<file path="config.mk">
export PLATFORM = sky130hd
export DESIGN_NAME = mouse_event_burst_assembler_unit
export DESIGN_NICKNAME = d
export VERILOG_FILES = /design/src/design/meba_pkg.sv /design/src/design/meba_front.sv /design/src/design/meba_queue.sv /design/src/design/meba_back.sv /design/src/design/mouse_event_burst_assembler_unit.sv
export SDC_FILE = /design/constraint.sdc
export NUM_CORES = 1
export LEC_CHECK = 0
export ABC_AREA = 1
export BUFFER_PORTS_ARGS = -buffer_cell sky130_fd_sc_hd__buf_2
export CORE_MARGIN = 2
export CORE_UTILIZATION = 50
export DETAILED_ROUTE_END_ITERATION = 12
export PLACE_DENSITY = 0.77
export SLEW_MARGIN = 20
export SYNTH_ARGS = -nofsm -noshare
export SYNTH_HDL_FRONTEND = slang
export SYNTH_SLANG_ARGS = --single-unit
</file>
<file path="constraint.sdc">
create_clock -name clk -period 3.5 [get_ports clk]
set_input_delay 0.7 -clock clk [delete_from_list [all_inputs] [get_ports clk]]
set_output_delay 0.7 -clock clk [all_outputs]
set_load 0.01 [all_outputs]
</file>
<file path="src/design/meba_pkg.sv">
// ----------------------------------------------------------------------------
// meba_pkg
// Shared types and constants of the mouse event burst assembler.
// ----------------------------------------------------------------------------
package meba_pkg;

    localparam logic [1:0] KIND_MOVE = 2'd0;
    localparam logic [1:0] KIND_DRAG = 2'd1;
    localparam logic [1:0] KIND_DOWN = 2'd2;
    localparam logic [1:0] KIND_UP   = 2'd3;

    // one closed burst, as handed from front to back
    typedef struct packed {
        logic signed [15:0] move_x;
        logic signed [15:0] move_y;
        logic signed [15:0] wheel_move;
        logic [1:0]         kind;
        logic [2:0]         mask;
        logic [2:0]         deferred;
    } packet_t;

    typedef struct packed {
        logic full;
        logic empty;
    } queue_status_t;

endpackage

</file>
<file path="src/design/meba_front.sv">
// ----------------------------------------------------------------------------
// meba_front
// Decodes events, keeps burst accumulators and button masks, closes a burst
// into a packet descriptor on sync.
// ----------------------------------------------------------------------------
module meba_front
    import meba_pkg::*;
(
    input  logic               clk,
    input  logic               rst_n,
    input  logic               accept,
    input  logic [15:0]        event_type,
    input  logic [15:0]        event_code,
    input  logic signed [31:0] event_value,
    output logic               pkt_valid,
    output packet_t            pkt
);

    localparam logic [15:0] TYPE_SYNC   = 16'h0000;
    localparam logic [15:0] TYPE_KEY    = 16'h0001;
    localparam logic [15:0] TYPE_REL    = 16'h0002;
    localparam logic [15:0] AXIS_X      = 16'h0000;
    localparam logic [15:0] AXIS_Y      = 16'h0001;
    localparam logic [15:0] AXIS_WHEEL  = 16'h0008;
    localparam logic [15:0] CODE_LEFT   = 16'h0110;
    localparam logic [15:0] CODE_RIGHT  = 16'h0111;
    localparam logic [15:0] CODE_MIDDLE = 16'h0112;

    // only the low 16 bits of each sum ever leave the block
    logic [15:0] sum_x_reg, sum_x_next;
    logic [15:0] sum_y_reg, sum_y_next;
    logic [15:0] sum_w_reg, sum_w_next;
    logic [2:0]  pressed_reg, pressed_next;
    logic [2:0]  released_reg, released_next;
    logic [2:0]  held_reg, held_next;
    logic [2:0]  deferred_reg, deferred_next;
    logic [2:0]  btn;
    logic [15:0] delta;

    assign delta = event_value[15:0];

    always_comb
    begin
        case (event_code)
            CODE_LEFT:   btn = 3'b001;
            CODE_RIGHT:  btn = 3'b010;
            CODE_MIDDLE: btn = 3'b100;
            default:     btn = 3'b000;
        endcase
    end

    always_comb
    begin
        sum_x_next    = sum_x_reg;
        sum_y_next    = sum_y_reg;
        sum_w_next    = sum_w_reg;
        pressed_next  = pressed_reg;
        released_next = released_reg;
        held_next     = held_reg;
        deferred_next = deferred_reg;
        pkt_valid     = 1'b0;

        pkt.move_x     = sum_x_reg;
        pkt.move_y     = sum_y_reg;
        pkt.wheel_move = sum_w_reg;
        pkt.deferred   = deferred_reg;
        if (pressed_reg != 3'b000)
        begin
            pkt.kind = KIND_DOWN;
            pkt.mask = pressed_reg;
        end
        else if (released_reg != 3'b000)
        begin
            pkt.kind = KIND_UP;
            pkt.mask = released_reg;
        end
        else if (held_reg != 3'b000)
        begin
            pkt.kind = KIND_DRAG;
            pkt.mask = held_reg;
        end
        else
        begin
            pkt.kind = KIND_MOVE;
            pkt.mask = 3'b000;
        end

        if (accept)
        begin
            case (event_type)
                TYPE_REL:
                begin
                    if (event_code == AXIS_X)
                        sum_x_next = sum_x_reg + delta;
                    else if (event_code == AXIS_Y)
                        sum_y_next = sum_y_reg + delta;
                    else if (event_code == AXIS_WHEEL)
                        sum_w_next = sum_w_reg + delta;
                end
                TYPE_KEY:
                begin
                    if (event_value != 32'sd0)
                    begin
                        pressed_next = pressed_reg | btn;
                        held_next    = held_reg | btn;
                    end
                    else if ((pressed_reg & btn) != 3'b000)
                    begin
                        deferred_next = deferred_reg | btn;
                    end
                    else
                    begin
                        released_next = released_reg | btn;
                        held_next     = held_reg & ~btn;
                    end
                end
                TYPE_SYNC:
                begin
                    pkt_valid     = 1'b1;
                    held_next     = held_reg & ~deferred_reg;
                    deferred_next = 3'b000;
                    sum_x_next    = 16'd0;
                    sum_y_next    = 16'd0;
                    sum_w_next    = 16'd0;
                    pressed_next  = 3'b000;
                    released_next = 3'b000;
                end
                default:
                begin
                end
            endcase
        end
    end

    always_ff @(posedge clk or negedge rst_n)
    begin
        if (!rst_n)
        begin
            sum_x_reg    <= 16'd0;
            sum_y_reg    <= 16'd0;
            sum_w_reg    <= 16'd0;
            pressed_reg  <= 3'b000;
            released_reg <= 3'b000;
            held_reg     <= 3'b000;
            deferred_reg <= 3'b000;
        end
        else
        begin
            sum_x_reg    <= sum_x_next;
            sum_y_reg    <= sum_y_next;
            sum_w_reg    <= sum_w_next;
            pressed_reg  <= pressed_next;
            released_reg <= released_next;
            held_reg     <= held_next;
            deferred_reg <= deferred_next;
        end
    end

endmodule

</file>
<file path="src/design/meba_queue.sv">
// ----------------------------------------------------------------------------
// meba_queue
// Small packet queue between front and back.
// ----------------------------------------------------------------------------
module meba_queue
    import meba_pkg::*;
#(
    parameter int DEPTH = 4
)
(
    input  logic          clk,
    input  logic          rst_n,
    input  logic          push,
    input  packet_t       wdata,
    input  logic          pop,
    output packet_t       rdata,
    output queue_status_t status
);

    localparam int PW = (DEPTH > 1) ? $clog2(DEPTH) : 1;
    localparam int CW = $clog2(DEPTH + 1);
    localparam logic [PW-1:0] LAST = PW'(DEPTH - 1);
    localparam logic [CW-1:0] FULL_COUNT = CW'(DEPTH);

    packet_t       mem [DEPTH];
    logic [PW-1:0] wr_ptr_reg, rd_ptr_reg;
    logic [CW-1:0] count_reg;
    logic          do_push, do_pop;

    assign status.full  = (count_reg == FULL_COUNT);
    assign status.empty = (count_reg == '0);
    assign do_push = push && !status.full;
    assign do_pop  = pop && !status.empty;
    assign rdata   = mem[rd_ptr_reg];

    always_ff @(posedge clk)
    begin
        if (do_push)
            mem[wr_ptr_reg] <= wdata;
    end

    always_ff @(posedge clk or negedge rst_n)
    begin
        if (!rst_n)
        begin
            wr_ptr_reg <= '0;
            rd_ptr_reg <= '0;
            count_reg  <= '0;
        end
        else
        begin
            if (do_push)
                wr_ptr_reg <= (wr_ptr_reg == LAST) ? '0 : wr_ptr_reg + 1'b1;
            if (do_pop)
                rd_ptr_reg <= (rd_ptr_reg == LAST) ? '0 : rd_ptr_reg + 1'b1;
            if (do_push && !do_pop)
                count_reg <= count_reg + 1'b1;
            else if (do_pop && !do_push)
                count_reg <= count_reg - 1'b1;
        end
    end

    assert property (@(posedge clk) disable iff (!rst_n) count_reg <= FULL_COUNT)
        else $error("queue count beyond depth");
    assert property (@(posedge clk) disable iff (!rst_n)
        (do_push && !do_pop) |=> !status.empty)
        else $error("queue empty after push");
    assert property (@(posedge clk) disable iff (!rst_n)
        (do_pop && !do_push && count_reg == CW'(1)) |=> status.empty)
        else $error("queue not empty after last pop");

endmodule

</file>
<file path="src/design/meba_back.sv">
// ----------------------------------------------------------------------------
// meba_back
// Expands queued packets into one or two result beats on the output register.
// ----------------------------------------------------------------------------
module meba_back
    import meba_pkg::*;
(
    input  logic               clk,
    input  logic               rst_n,
    input  packet_t            q_data,
    input  logic               q_empty,
    output logic               q_pop,
    input  logic               pop,
    output logic               empty,
    output logic signed [15:0] move_x,
    output logic signed [15:0] move_y,
    output logic signed [15:0] wheel_move,
    output logic [1:0]         packet_kind,
    output logic [2:0]         button_mask,
    output logic               last_packet
);

    logic               valid_reg;
    logic               pend_reg;
    logic [2:0]         pend_mask_reg;
    logic signed [15:0] x_reg, y_reg, w_reg;
    logic [1:0]         kind_reg;
    logic [2:0]         mask_reg;
    logic               last_reg;
    logic               slot_free;

    assign slot_free = !valid_reg || pop;
    assign q_pop     = slot_free && !pend_reg && !q_empty;

    assign empty       = !valid_reg;
    assign move_x      = x_reg;
    assign move_y      = y_reg;
    assign wheel_move  = w_reg;
    assign packet_kind = kind_reg;
    assign button_mask = mask_reg;
    assign last_packet = last_reg;

    always_ff @(posedge clk or negedge rst_n)
    begin
        if (!rst_n)
        begin
            valid_reg     <= 1'b0;
            pend_reg      <= 1'b0;
            pend_mask_reg <= 3'b000;
        end
        else if (slot_free)
        begin
            if (pend_reg)
            begin
                valid_reg <= 1'b1;
                pend_reg  <= 1'b0;
            end
            else if (!q_empty)
            begin
                valid_reg     <= 1'b1;
                pend_reg      <= (q_data.deferred != 3'b000);
                pend_mask_reg <= q_data.deferred;
            end
            else
            begin
                valid_reg <= 1'b0;
            end
        end
    end

    always_ff @(posedge clk)
    begin
        if (slot_free)
        begin
            if (pend_reg)
            begin
                x_reg    <= 16'sd0;
                y_reg    <= 16'sd0;
                w_reg    <= 16'sd0;
                kind_reg <= KIND_UP;
                mask_reg <= pend_mask_reg;
                last_reg <= 1'b1;
            end
            else if (!q_empty)
            begin
                x_reg    <= q_data.move_x;
                y_reg    <= q_data.move_y;
                w_reg    <= q_data.wheel_move;
                kind_reg <= q_data.kind;
                mask_reg <= q_data.mask;
                last_reg <= (q_data.deferred == 3'b000);
            end
        end
    end

    assert property (@(posedge clk) disable iff (!rst_n)
        pend_reg |-> (valid_reg && !last_reg))
        else $error("deferred up pending without first beat shown");
    assert property (@(posedge clk) disable iff (!rst_n)
        (valid_reg && !last_reg) |-> pend_reg)
        else $error("non-final beat without deferred up behind it");
    assert property (@(posedge clk) disable iff (!rst_n)
        (pend_reg && pop) |=> (valid_reg && last_reg && kind_reg == KIND_UP
                               && mask_reg != 3'b000))
        else $error("deferred up beat malformed");

endmodule

</file>
<file path="src/design/mouse_event_burst_assembler_unit.sv">
// ----------------------------------------------------------------------------
// mouse_event_burst_assembler_unit
// Sums motion and tracks buttons over an event burst, emits packets on sync.
//
// Input channel: push/full queue. One event beat per cycle is taken whenever
// full is low; motion and button events only update internal state.
// Output channel: empty/pop queue. Each sync event yields one packet beat,
// or two when a release of a button pressed in the same burst was deferred
// (the second is a zero-motion up beat with last_packet set).
// An accepted sync's packet goes into the queue, then into the output
// register once it is free. Throughput: one event per cycle in, one result
// beat per cycle out while pop is high; a two-beat sync blocks the queue until
// its up beat shows. A packet queue of QUEUE_DEPTH entries sits between the
// event decoder and the result stage; full rises when it fills, e.g. while
// the receiver holds pop low or two-beat syncs arrive back to back.
// Reset clears all sums, masks, the queue and the output valid and pending flags.
// ----------------------------------------------------------------------------
module mouse_event_burst_assembler_unit
    import meba_pkg::*;
#(
    parameter int QUEUE_DEPTH = 4
)
(
    input  logic               clk,
    input  logic               rst_n,
    input  logic               push,
    output logic               full,
    input  logic [15:0]        event_type,
    input  logic [15:0]        event_code,
    input  logic signed [31:0] event_value,
    output logic               empty,
    input  logic               pop,
    output logic signed [15:0] move_x,
    output logic signed [15:0] move_y,
    output logic signed [15:0] wheel_move,
    output logic [1:0]         packet_kind,
    output logic [2:0]         button_mask,
    output logic               last_packet
);

    packet_t       front_pkt;
    logic          front_valid;
    packet_t       q_data;
    logic          q_pop;
    queue_status_t q_status;
    logic          accept;

    assign full   = q_status.full;
    assign accept = push && !q_status.full;

    meba_front u_front
    (
        .clk         (clk),
        .rst_n       (rst_n),
        .accept      (accept),
        .event_type  (event_type),
        .event_code  (event_code),
        .event_value (event_value),
        .pkt_valid   (front_valid),
        .pkt         (front_pkt)
    );

    meba_queue #(
        .DEPTH (QUEUE_DEPTH)
    ) u_queue
    (
        .clk    (clk),
        .rst_n  (rst_n),
        .push   (front_valid),
        .wdata  (front_pkt),
        .pop    (q_pop),
        .rdata  (q_data),
        .status (q_status)
    );

    meba_back u_back
    (
        .clk         (clk),
        .rst_n       (rst_n),
        .q_data      (q_data),
        .q_empty     (q_status.empty),
        .q_pop       (q_pop),
        .pop         (pop),
        .empty       (empty),
        .move_x      (move_x),
        .move_y      (move_y),
        .wheel_move  (wheel_move),
        .packet_kind (packet_kind),
        .button_mask (button_mask),
        .last_packet (last_packet)
    );

endmodule
</file>
# Yosys cells after proc, flatten, opt, wreduce, memory -nomap -nowiden
# Memory sizes are Yosys's and may differ from the RTL's.
# Index checks and enable logic that the tools add are counted.
dict set report totals {
  reg_bits 126
  ramBits 224
  output_inout_bits 56
  elab_cells 138
  memories 1
}
dict set report classes {
  addsub 7
  eq_ne 21
  mux 43
  bitwise_logic 11
  n_reduce_logical 36
}
# memory words word_bits rd rd_clocked_by_memory_dff wr line_no
set mem_list {}
lappend mem_list {u_queue.mem 4 56 1 0 1 meba_queue.sv:25} ;# packet_t mem [DEPTH];
# op n
set ops {}
lappend ops {{$mux 16} 9}
lappend ops {{$pmux 16 s2} 3}
lappend ops {{$add 16x16->16} 3}
lappend ops {{$eq 16x9->1 const B} 3}
lappend ops {{$mux 3} 11}
lappend ops {{$eq 16x1->1 const B} 2}
lappend ops {{$logic_not 16->1} 2}
lappend ops {{$reduce_bool 32->1} 1}
lappend ops {{$pmux 3 s2} 4}
lappend ops {{$eq 16x2->1 const B} 1}
lappend ops {{$eq 16x4->1 const B} 1}
lappend ops {{$reduce_bool 3->1} 5}
lappend ops {{$or 3x3->3} 4}
lappend ops {{$reduce_and 3->1} 4}
lappend ops {{$reduce_and 4->1} 3}
lappend ops {{$mux 5} 2}
lappend ops {{$ne 2x1->1 const B} 5}
lappend ops {{$ne 2x2->1 const B} 5}
lappend ops {{$and 3x3->3} 3}
lappend ops {{$mux 1} 9}
lappend ops {{$pmux 3 s3} 1}
lappend ops {{$logic_and 1x1->1} 7}
lappend ops {{$logic_not 1->1} 6}
lappend ops {{$logic_not 3->1} 2}
lappend ops {{14 further kinds} 22}

# Depth between registers and ports, before layout
# Gate-level depths: netlist of the first run.
dict set report logic_depth {
  depth_word 9
  ltp_mapped 11
}

# By module
# From an unflattened synthesis of the first run, not the netlist that was laid out.
dict set report hier_totals {
  hier_cells 1701
  area_unflattened_um2 17276.6
}
# module n_inst cells_per_inst area_each_um2 seq_area_each_um2
set modules_own_cells {}
lappend modules_own_cells {meba_queue 1 714 9696.8 6901.6}
lappend modules_own_cells {meba_front 1 786 5257.5 1501.4}
lappend modules_own_cells {meba_back 1 199 2312.2 1746.7}
lappend modules_own_cells {mouse_event_burst_assembler_unit 1 2 10.0 0.0}

# Least setup slack after synthesis of the first run
# OpenSTA, ideal clock, no wires.
dict set report synth_timing {
  path_kind {in2reg}
  startpoint {input port event_type[3]}
  endpoint {memory u_queue.mem[0][0] in the netlist's numbering (enable)}
  setup_ns 0.470
  arrival_time_ns 3.941
  t_required_ns 3.030
  path_slack_ns -0.910
  stages 8
  path_cell_list {nor2_1 nand3_1 nor2_2 nand2_4 nor2_4 inv_2 buf_2 nor2_1}
}
dict set report synth_between {
  elab_chain_cells 6
}
# element line_no
set synth_lines {}
lappend synth_lines {{from (decl)} mouse_event_burst_assembler_unit.sv:28} ;# input logic [15:0] event_type,
lappend synth_lines {{$logic_not 16->1} meba_front.sv:90} ;# case (event_type)
lappend synth_lines {{$mux 1} meba_front.sv:90}
lappend synth_lines {{$mux 1} meba_front.sv:88} ;# if (accept)
lappend synth_lines {{$logic_and 1x1->1} meba_queue.sv:32} ;# assign do_push = push && !status.full;
lappend synth_lines {{net u_queue.do_push} meba_queue.sv:28} ;# logic do_push, do_pop;
lappend synth_lines {{$mux 1} meba_queue.sv:38} ;# if (do_push)
lappend synth_lines {{$mux 1 (not written as such)} meba_queue.sv:39} ;# mem[wr_ptr_reg] <= wdata;
lappend synth_lines {{to (decl)} meba_queue.sv:25}
# The timed path passes the listed nets, and every way through them passes these cells.

# Worst setup path in the final report of the first run
dict set report layout_timing {
  startpoint {input port event_type[7]}
  endpoint {register u_queue.count_reg[2]}
}
dict set report layout_between {
  elab_chain_cells 7
}
# element line_no
set layout_lines {}
lappend layout_lines {{$logic_not 16->1 (*)} meba_front.sv:90}
lappend layout_lines {{$mux 1 (*)} meba_front.sv:90}
lappend layout_lines {{$mux 1 (*)} meba_front.sv:88}
lappend layout_lines {{$logic_and 1x1->1 (*)} meba_queue.sv:32}
lappend layout_lines {{net u_queue.do_push} meba_queue.sv:28}
lappend layout_lines {{$logic_not 1->1} meba_queue.sv:58} ;# else if (do_pop && !do_push)
lappend layout_lines {{$logic_and 1x1->1} meba_queue.sv:58}
lappend layout_lines {{$reduce_bool 2->1 (no source line)} n/a}
lappend layout_lines {{to (signal assigned)} meba_queue.sv:57} ;# count_reg <= count_reg + 1'b1;
lappend layout_lines {{to (signal assigned)} meba_queue.sv:59} ;# count_reg <= count_reg - 1'b1;
lappend layout_lines {{to (decl)} meba_queue.sv:27} ;# logic [CW-1:0] count_reg;
# The timed path passes the listed nets; every way through them passes the cells marked *.
# A chain may end at the register's enable or synchronous reset.

==> summary.txt, run 1 <==
Status
  • Status: finished clean

Power and ir drop
  • Comb pwr share: 0.230
  • Psw: 3.58 mW
  • Worst VDD drop: 0.359 mV
  • Power per cell area: 640 nW/um^2
  • Leakage power: 7.78 nW
  • Sw Ratio: 0.306
  • Reg power frac: 0.439
  • Clock power frac: 0.331
  • Pint: 8.13 mW

Global route
  • Total gr overflow: 0
  • First-pass GRT wire length: 60,000 microns
  • Tot GR Track Use: 0.229
  • Number of global-route vias before repair: 11,400
  • Initial antenna violation count: 0
  • Largest net degree at the start of global routing: 76

Synthesis
  • Asr flop ratio synth: 0.206
  • Dominant synthesized flop cell: edfxtp_1
  • Count of flip-flops with a built-in enable after synthesis: 278
  • Synth Register Bits: 350
  • Yosys cell types: 39
  • Post-synth top area share: 0.521
  • Seq/Total Area, Yosys: 0.634
  • Dominant cell type by area after synthesis: edfxtp_1
  • Syn_nets: 1,643
  • Syn_area_per_cell: 10.5 sq um
  • Mapped Area: 16,000 sq um
  • Gate Count Post-Synth: 1,520
  • Count of warnings emitted by yosys: 0
  • Top post-synthesis cells by area: edfxtp_1 (52%), dfrtp_1 (11%), nor2_1 (7.0%)

Timing
  • Min setup slack post-route: 1210 ps
  • Tmin final: 2290 ps
  • Final Setup Violations: 0
  • Tcrit/Tclk final: 0.653
  • Minimum hold slack: 214 ps
  • Max-slew headroom: 0.463
  • Skew final: 23.5 ps
  • Slew Viols, Final: 0
  • RSZ-0062 raised after global routing: false
  • Actual slew at the worst max-slew pin: 805 ps
  • Peak Freq: 438 MHz
  • Count of final hold-check violations: 0

Routing
  • ANT nets after route: 0
  • Drt drc: 0
  • Via density: 5.58
  • Post-Route WL: 37,600 microns
  • Pre-antenna DRT Iters: 5
  • DRT iter0 DRCs: 1,071
  • Per-cell routed wire length: 18.1 microns
  • Routed via count: 11,600

Critical path
  • Critical path type: in -> reg
  • Crit Path Max Fanout: 10
  • CP Data Required Time: 3890 ps
  • Critical path launch point type: input port
  • Setup crit end kind: register
  • Register-to-Register Setup Slack: 1230 ps
  • CP Data Arrival Time: 2670 ps

CTS
  • Post-CTS Setup Repair Bufs: 0
  • Total CTS buffers: 37
  • CTS tree: done
  • Clock Latency Late Sink: 520 ps
  • Clk root buf: clkbuf_16
  • H-tree depth: 2
  • Hold buffer count at CTS: 0
  • CTS Buffer Depth: 3
  • CTS sink count: 350
  • Worst-path clk slew: 60 ps
  • Resized cells post-CTS: 0

Finish
  • Final std cell area, no fill: 18,300 sq um
  • Ant. Diodes: 0
  • Nets: 1,770
  • Commonest non-fill, non-tap cell in the layout: nor2_1
  • Max reg flops: 224
  • Most frequent cells in the layout: nor2_1 (296), edfxtp_1 (278), nand2_1 (269)
  • Synth-to-Final Area Change: 14.3%
  • Share of layout cells above drive strength 1: 0.138
  • Register bank with the most flops: u_queue.mem

Placed design
  • Final Wtd Congestion: 0.947
  • DP Area: 17,100 sq um
  • DP Worst Slack: 702 ps
  • Buffers added on ports: 123
  • Detail Placement HPWL: 24,200 microns

Floorplan
  • Top Ports: 124
  • Die area: 33,500 sq um
  • Die Height: 183 microns
  • CORE AREA: 31,600 sq um
  • Starting density of the core: 0.507
  • Chip width: 183 microns
  • Row cnt: 65

Min path
  • Min-delay worst type: in -> async

Run
  • Max cap viols: 0
==> final timing paths <==
kind,from,endpoint,cells past startpoint
min in group clk,pop,u_back.pend_reg,4
min,rst_n,asynchronous set/reset pin,1
max in group asynchronous,rst_n,u_queue.rd_ptr_reg[0],1
max reg2reg,u_queue.rd_ptr_reg[0],u_back.move_x[4],5
max,event_type[7],u_queue.count_reg[2],12
min reg2reg,u_back.pend_mask_reg[1],u_back.pend_mask_reg[1],2
==> worst max-delay path, cell delays in order <==
cell and delay [ps]:
buf_2 100, nor2_1 110, nand2_1 120, nor2_2 170, nand2_4 160, nor2_4 230, ha_1 190, inv_1 70
fa_1 430, a21oi_1 150, o21ai_0 110, xnor2_1 140
==> logic make-up (layout without fill, tap and decap cells) <==
logic type      after synthesis  count (layout)  synth area share
flops                       350             350             0.634
fa+ha+maj                    55              55            0.0449
buf+inv                     115             268            0.0301
compound gates              288             288            0.0968
xor+xnor                     27              27            0.0148
simple gates                685             685             0.179
==> synth_stat cells (4+ instances only) <==
cell and number:
nand3b_1 15, inv_1 60, o21a_1 6, nor2_1 300, buf_2 17, xnor2_1 22
nand3_1 68, o21ai_1 6, buf_1 5, fa_1 4, nor3_1 6, a21oi_1 109
clkbuf_1 22, o211ai_1 6, nand4_1 5, xor2_1 5, edfxtp_1 278, nor2_2 7
ha_1 51, o21ai_0 149, nand2_1 269, dfrtp_1 72
==> power groups by stage <==
stage / sequential [mW] / clock [mW] / combinational, mW
finish: 5.14 / 3.87 / 2.69
global route: 5.18 / 4.10 / 2.99
CTS: 5.14 / 3.92 / 2.71
detailed placement: 5.22 / 0 / 2.68
global placement: 5.21 / 0 / 2.60
floorplan: 5.32 / 0 / 1.62
==> routing by layer <==
metal,track usage,up-vias,share of wire
met5,0,-,0
met1,0.301,5575,0.42
li1,-,5528,-
met4,0.0746,0,0.028
met2,0.397,401,0.49
met3,0.0288,74,0.062
==> layout make-up <==
type                            count  area (sq um)
Clock buffer                       49           991
Sequential cell                   350         10200
Fill cell                        2538         13300
Timing Repair Buffer              135           774
Tap cell                          402           503
Multi-Input combinational cell   1055          5410
Inverter                           68           262
Clock inverter                     16           203
==> through the flow <==
stage	setup TNS, ps	total power [mW]	utilization	cells
floorplan	-203920	6.94	-	1520
finish	0	11.7	0.580	2075
global placement	0	7.82	0.542	2010
detailed placement	0	7.90	0.542	2010
global route	0	12.3	0.580	2075
CTS	0	11.8	0.580	2075
Note: power is estimated with default switching activity, not from simulation.
==> run 2: changes to the inputs <==
--- a/config.mk
+++ b/config.mk
@@ -10,7 +10,7 @@
 export CORE_MARGIN = 2
 export CORE_UTILIZATION = 50
 export DETAILED_ROUTE_END_ITERATION = 12
-export PLACE_DENSITY = 0.77
+export PLACE_DENSITY = 0.74
 export SLEW_MARGIN = 20
 export SYNTH_ARGS = -nofsm -noshare
 export SYNTH_HDL_FRONTEND = slang
==> constraint.sdc (replaced) <==
create_clock -name clk -period 2.2 [get_ports clk]
set_input_delay 0.44 -clock clk [delete_from_list [all_inputs] [get_ports clk]]
set_output_delay 0.44 -clock clk [all_outputs]
set_load 0.01 [all_outputs]
==> run 2 against run 1 <==
Net effect:
- combinational power rose by 70%
- final cell count rose by 1.6%
- register-to-register slack got worse by 1100 ps
- clock skew fell by 5.3 ps
- clock power rose by 62%
- setup slack got worse by 1000 ps
- power rose by 62%
- hold slack got worse by 7.8 ps
- via count rose by 0.20%
- routed wire length fell by 2.1%
==> summary.txt, run 2 (synthesis gave the netlist of run 1 again) <==
CTS
  • Total CTS buffers: 38
  • H-tree depth: 2
  • CTS tree: done
  • CTS Buffer Depth: 3
  • Clock Latency Late Sink: 530 ps
  • Worst-path clk slew: 60 ps
  • Clk root buf: clkbuf_16
  • CTS sink count: 350

Floorplan
  • Die area: 33,500 sq um
  • CORE AREA: 31,600 sq um
  • Top Ports: 124
  • Starting density of the core: 0.507
  • Die Height: 183 microns
  • Chip width: 183 microns
  • Row cnt: 65

Critical path
  • Crit path cell chain: ha_1 > fa_1 > nand3_1 > nand2_1 > nand2_1 > o211ai_1 > nand2_1 > nand3b_1 > nand3_1 > nand2_1
  • Crit Path Max Fanout: 6
  • Crit-path most repeated cell: nand2_1
  • Register-to-Register Setup Slack: 160 ps
  • Crit. Startpoint: u_front.sum_y_reg[0]
  • CP Data Arrival Time: 2450 ps
  • CP max stage delay: 460 ps
  • Worst r2r src: u_front.sum_y_reg[0]
  • End of the critical path: u_front.sum_y_reg[12]
  • Worst reg2reg endpoint: u_front.sum_y_reg[12]
  • Slowest cell on the critical path: dfrtp_1
  • Setup crit end kind: register
  • Delay-heaviest family, CP: adder cells
  • Critical path launch point type: register
  • Worst Reg-to-Reg Cells: 10
  • Crit path depth: 10
  • Buf/Inv on CP: 0
  • CP Data Required Time: 2610 ps
  • Critical path type: reg -> reg

Timing
  • Tmin final: 2040 ps
  • Tcrit/Tclk final: 0.925
  • Max-slew headroom: 0.509
  • RSZ-0062 raised after global routing: false
  • Final Setup Violations: 0
  • Final setup TNS: 0 ps
  • Skew final: 18.2 ps
  • Min setup slack post-route: 165 ps
  • Actual slew at the worst max-slew pin: 737 ps
  • Slew Viols, Final: 0
  • Count of final hold-check violations: 0
  • Peak Freq: 491 MHz

Placed design
  • DP Worst Slack: -82.2 ps
  • Final Wtd Congestion: 0.931
  • Buffers added on ports: 123
  • DP Area: 17,500 sq um
  • Detail Placement HPWL: 24,500 microns

Global route
  • Number of global-route vias before repair: 11,500
  • Initial antenna violation count: 0
  • Tot GR Track Use: 0.223
  • Largest net degree at the start of global routing: 65
  • Total gr overflow: 0
  • First-pass GRT wire length: 59,000 microns

Finish
  • Final core utilization: 0.593
  • Ant. Diodes: 0
  • Nets: 1,800
  • Fill cells: 2,560
  • Max reg flops: 224
  • Final std cell area, no fill: 18,700 sq um
  • Commonest non-fill, non-tap cell in the layout: nor2_1
  • Share of layout cells above drive strength 1: 0.158
  • Synth-to-Final Area Change: 17.0%
  • Register bank with the most flops: u_queue.mem
  • Most frequent cells in the layout: nor2_1 (291), edfxtp_1 (278), nand2_1 (267)

Run
  • Max cap viols: 0

Routing
  • Via density: 5.50
  • Routed via count: 11,600
  • DRT iter0 DRCs: 1,030
  • Per-cell routed wire length: 17.4 microns
  • Post-Route WL: 36,800 microns
  • ANT nets after route: 0
  • Pre-antenna DRT Iters: 8
  • Drt drc: 0

Status
  • Status: finished clean

Power and ir drop
  • Leakage power: 7.97 nW
  • Power per cell area: 1010 nW/um^2
  • Worst VDD drop: 0.702 mV

Min path
  • Min-delay worst type: in -> reg
==> run 2: layout make-up <==
class / instances / area [sq um] / share of cell area
clock inverter: 21 / 216 / 0.0116
tap: 402 / 503 / 0.0269
inverter: 68 / 265 / 0.0142
multi-input combinational: 1055 / 5440 / 0.291
sequential: 350 / 10200 / 0.542
timing repair buffer: 164 / 1130 / 0.0603
clock buffer: 49 / 1010 / 0.0541
==> run 2: how the worst min path moves through the flow <==
stage / from / endpoint / depth (start not counted)
after detailed placement: rst_n / u_queue.count_reg[0] / 1
final: pop / u_back.pend_reg / 4
after global placement: rst_n / u_queue.count_reg[2] / 1
after CTS: pop / u_back.pend_reg / 4
after global routing: pop / u_back.pend_reg / 4
after floorplan: rst_n / asynchronous set/reset pin / 0
==> run 2: per-layer routing <==
layer,share of wire,vias to the layer above,routed length (microns),global-route usage
li1,-,5593,-,-
met1,0.43,5587,16000,0.297
met3,0.058,71,2120,0.0314
met5,0,-,0,0
met4,0.029,0,1090,0.0742
met2,0.48,350,17600,0.379
==> run 2: stage by stage <==
stage                     cells  power (mW)  hold slack (ps)
after floorplan            1520        11.0              144
after global placement     2037        12.6              438
after detailed placement   2037        12.7              438
after CTS                  2108        19.0              199
after global routing       2109        19.8              237
final                      2109        18.9              207
==> run 2: worst min-delay path, delay by kind of cell <==
| family | cells | cell delay, ps |
|---|---|---|
| buf+inv | 2 | 140 |
| compound gates | 1 | 60 |
| simple gates | 1 | 40 |
==> run 2: power by group <==
part           leakage, nW  total (mW)  internal, mW  switching (mW)
clock                0.586        6.26          3.65            2.61
sequential            4.01        8.06          7.88           0.182
combinational         3.38        4.58          1.58            3.00
==> run 2: what timing repair did <==
item | in CTS | in global routing
hold buffers | 1 | 0
gates resized for setup | 0 | 4
buffers inserted | 0 | 1
endpoints found under the hold margin | 31 | 0
setup endpoints to repair | 0 | 1
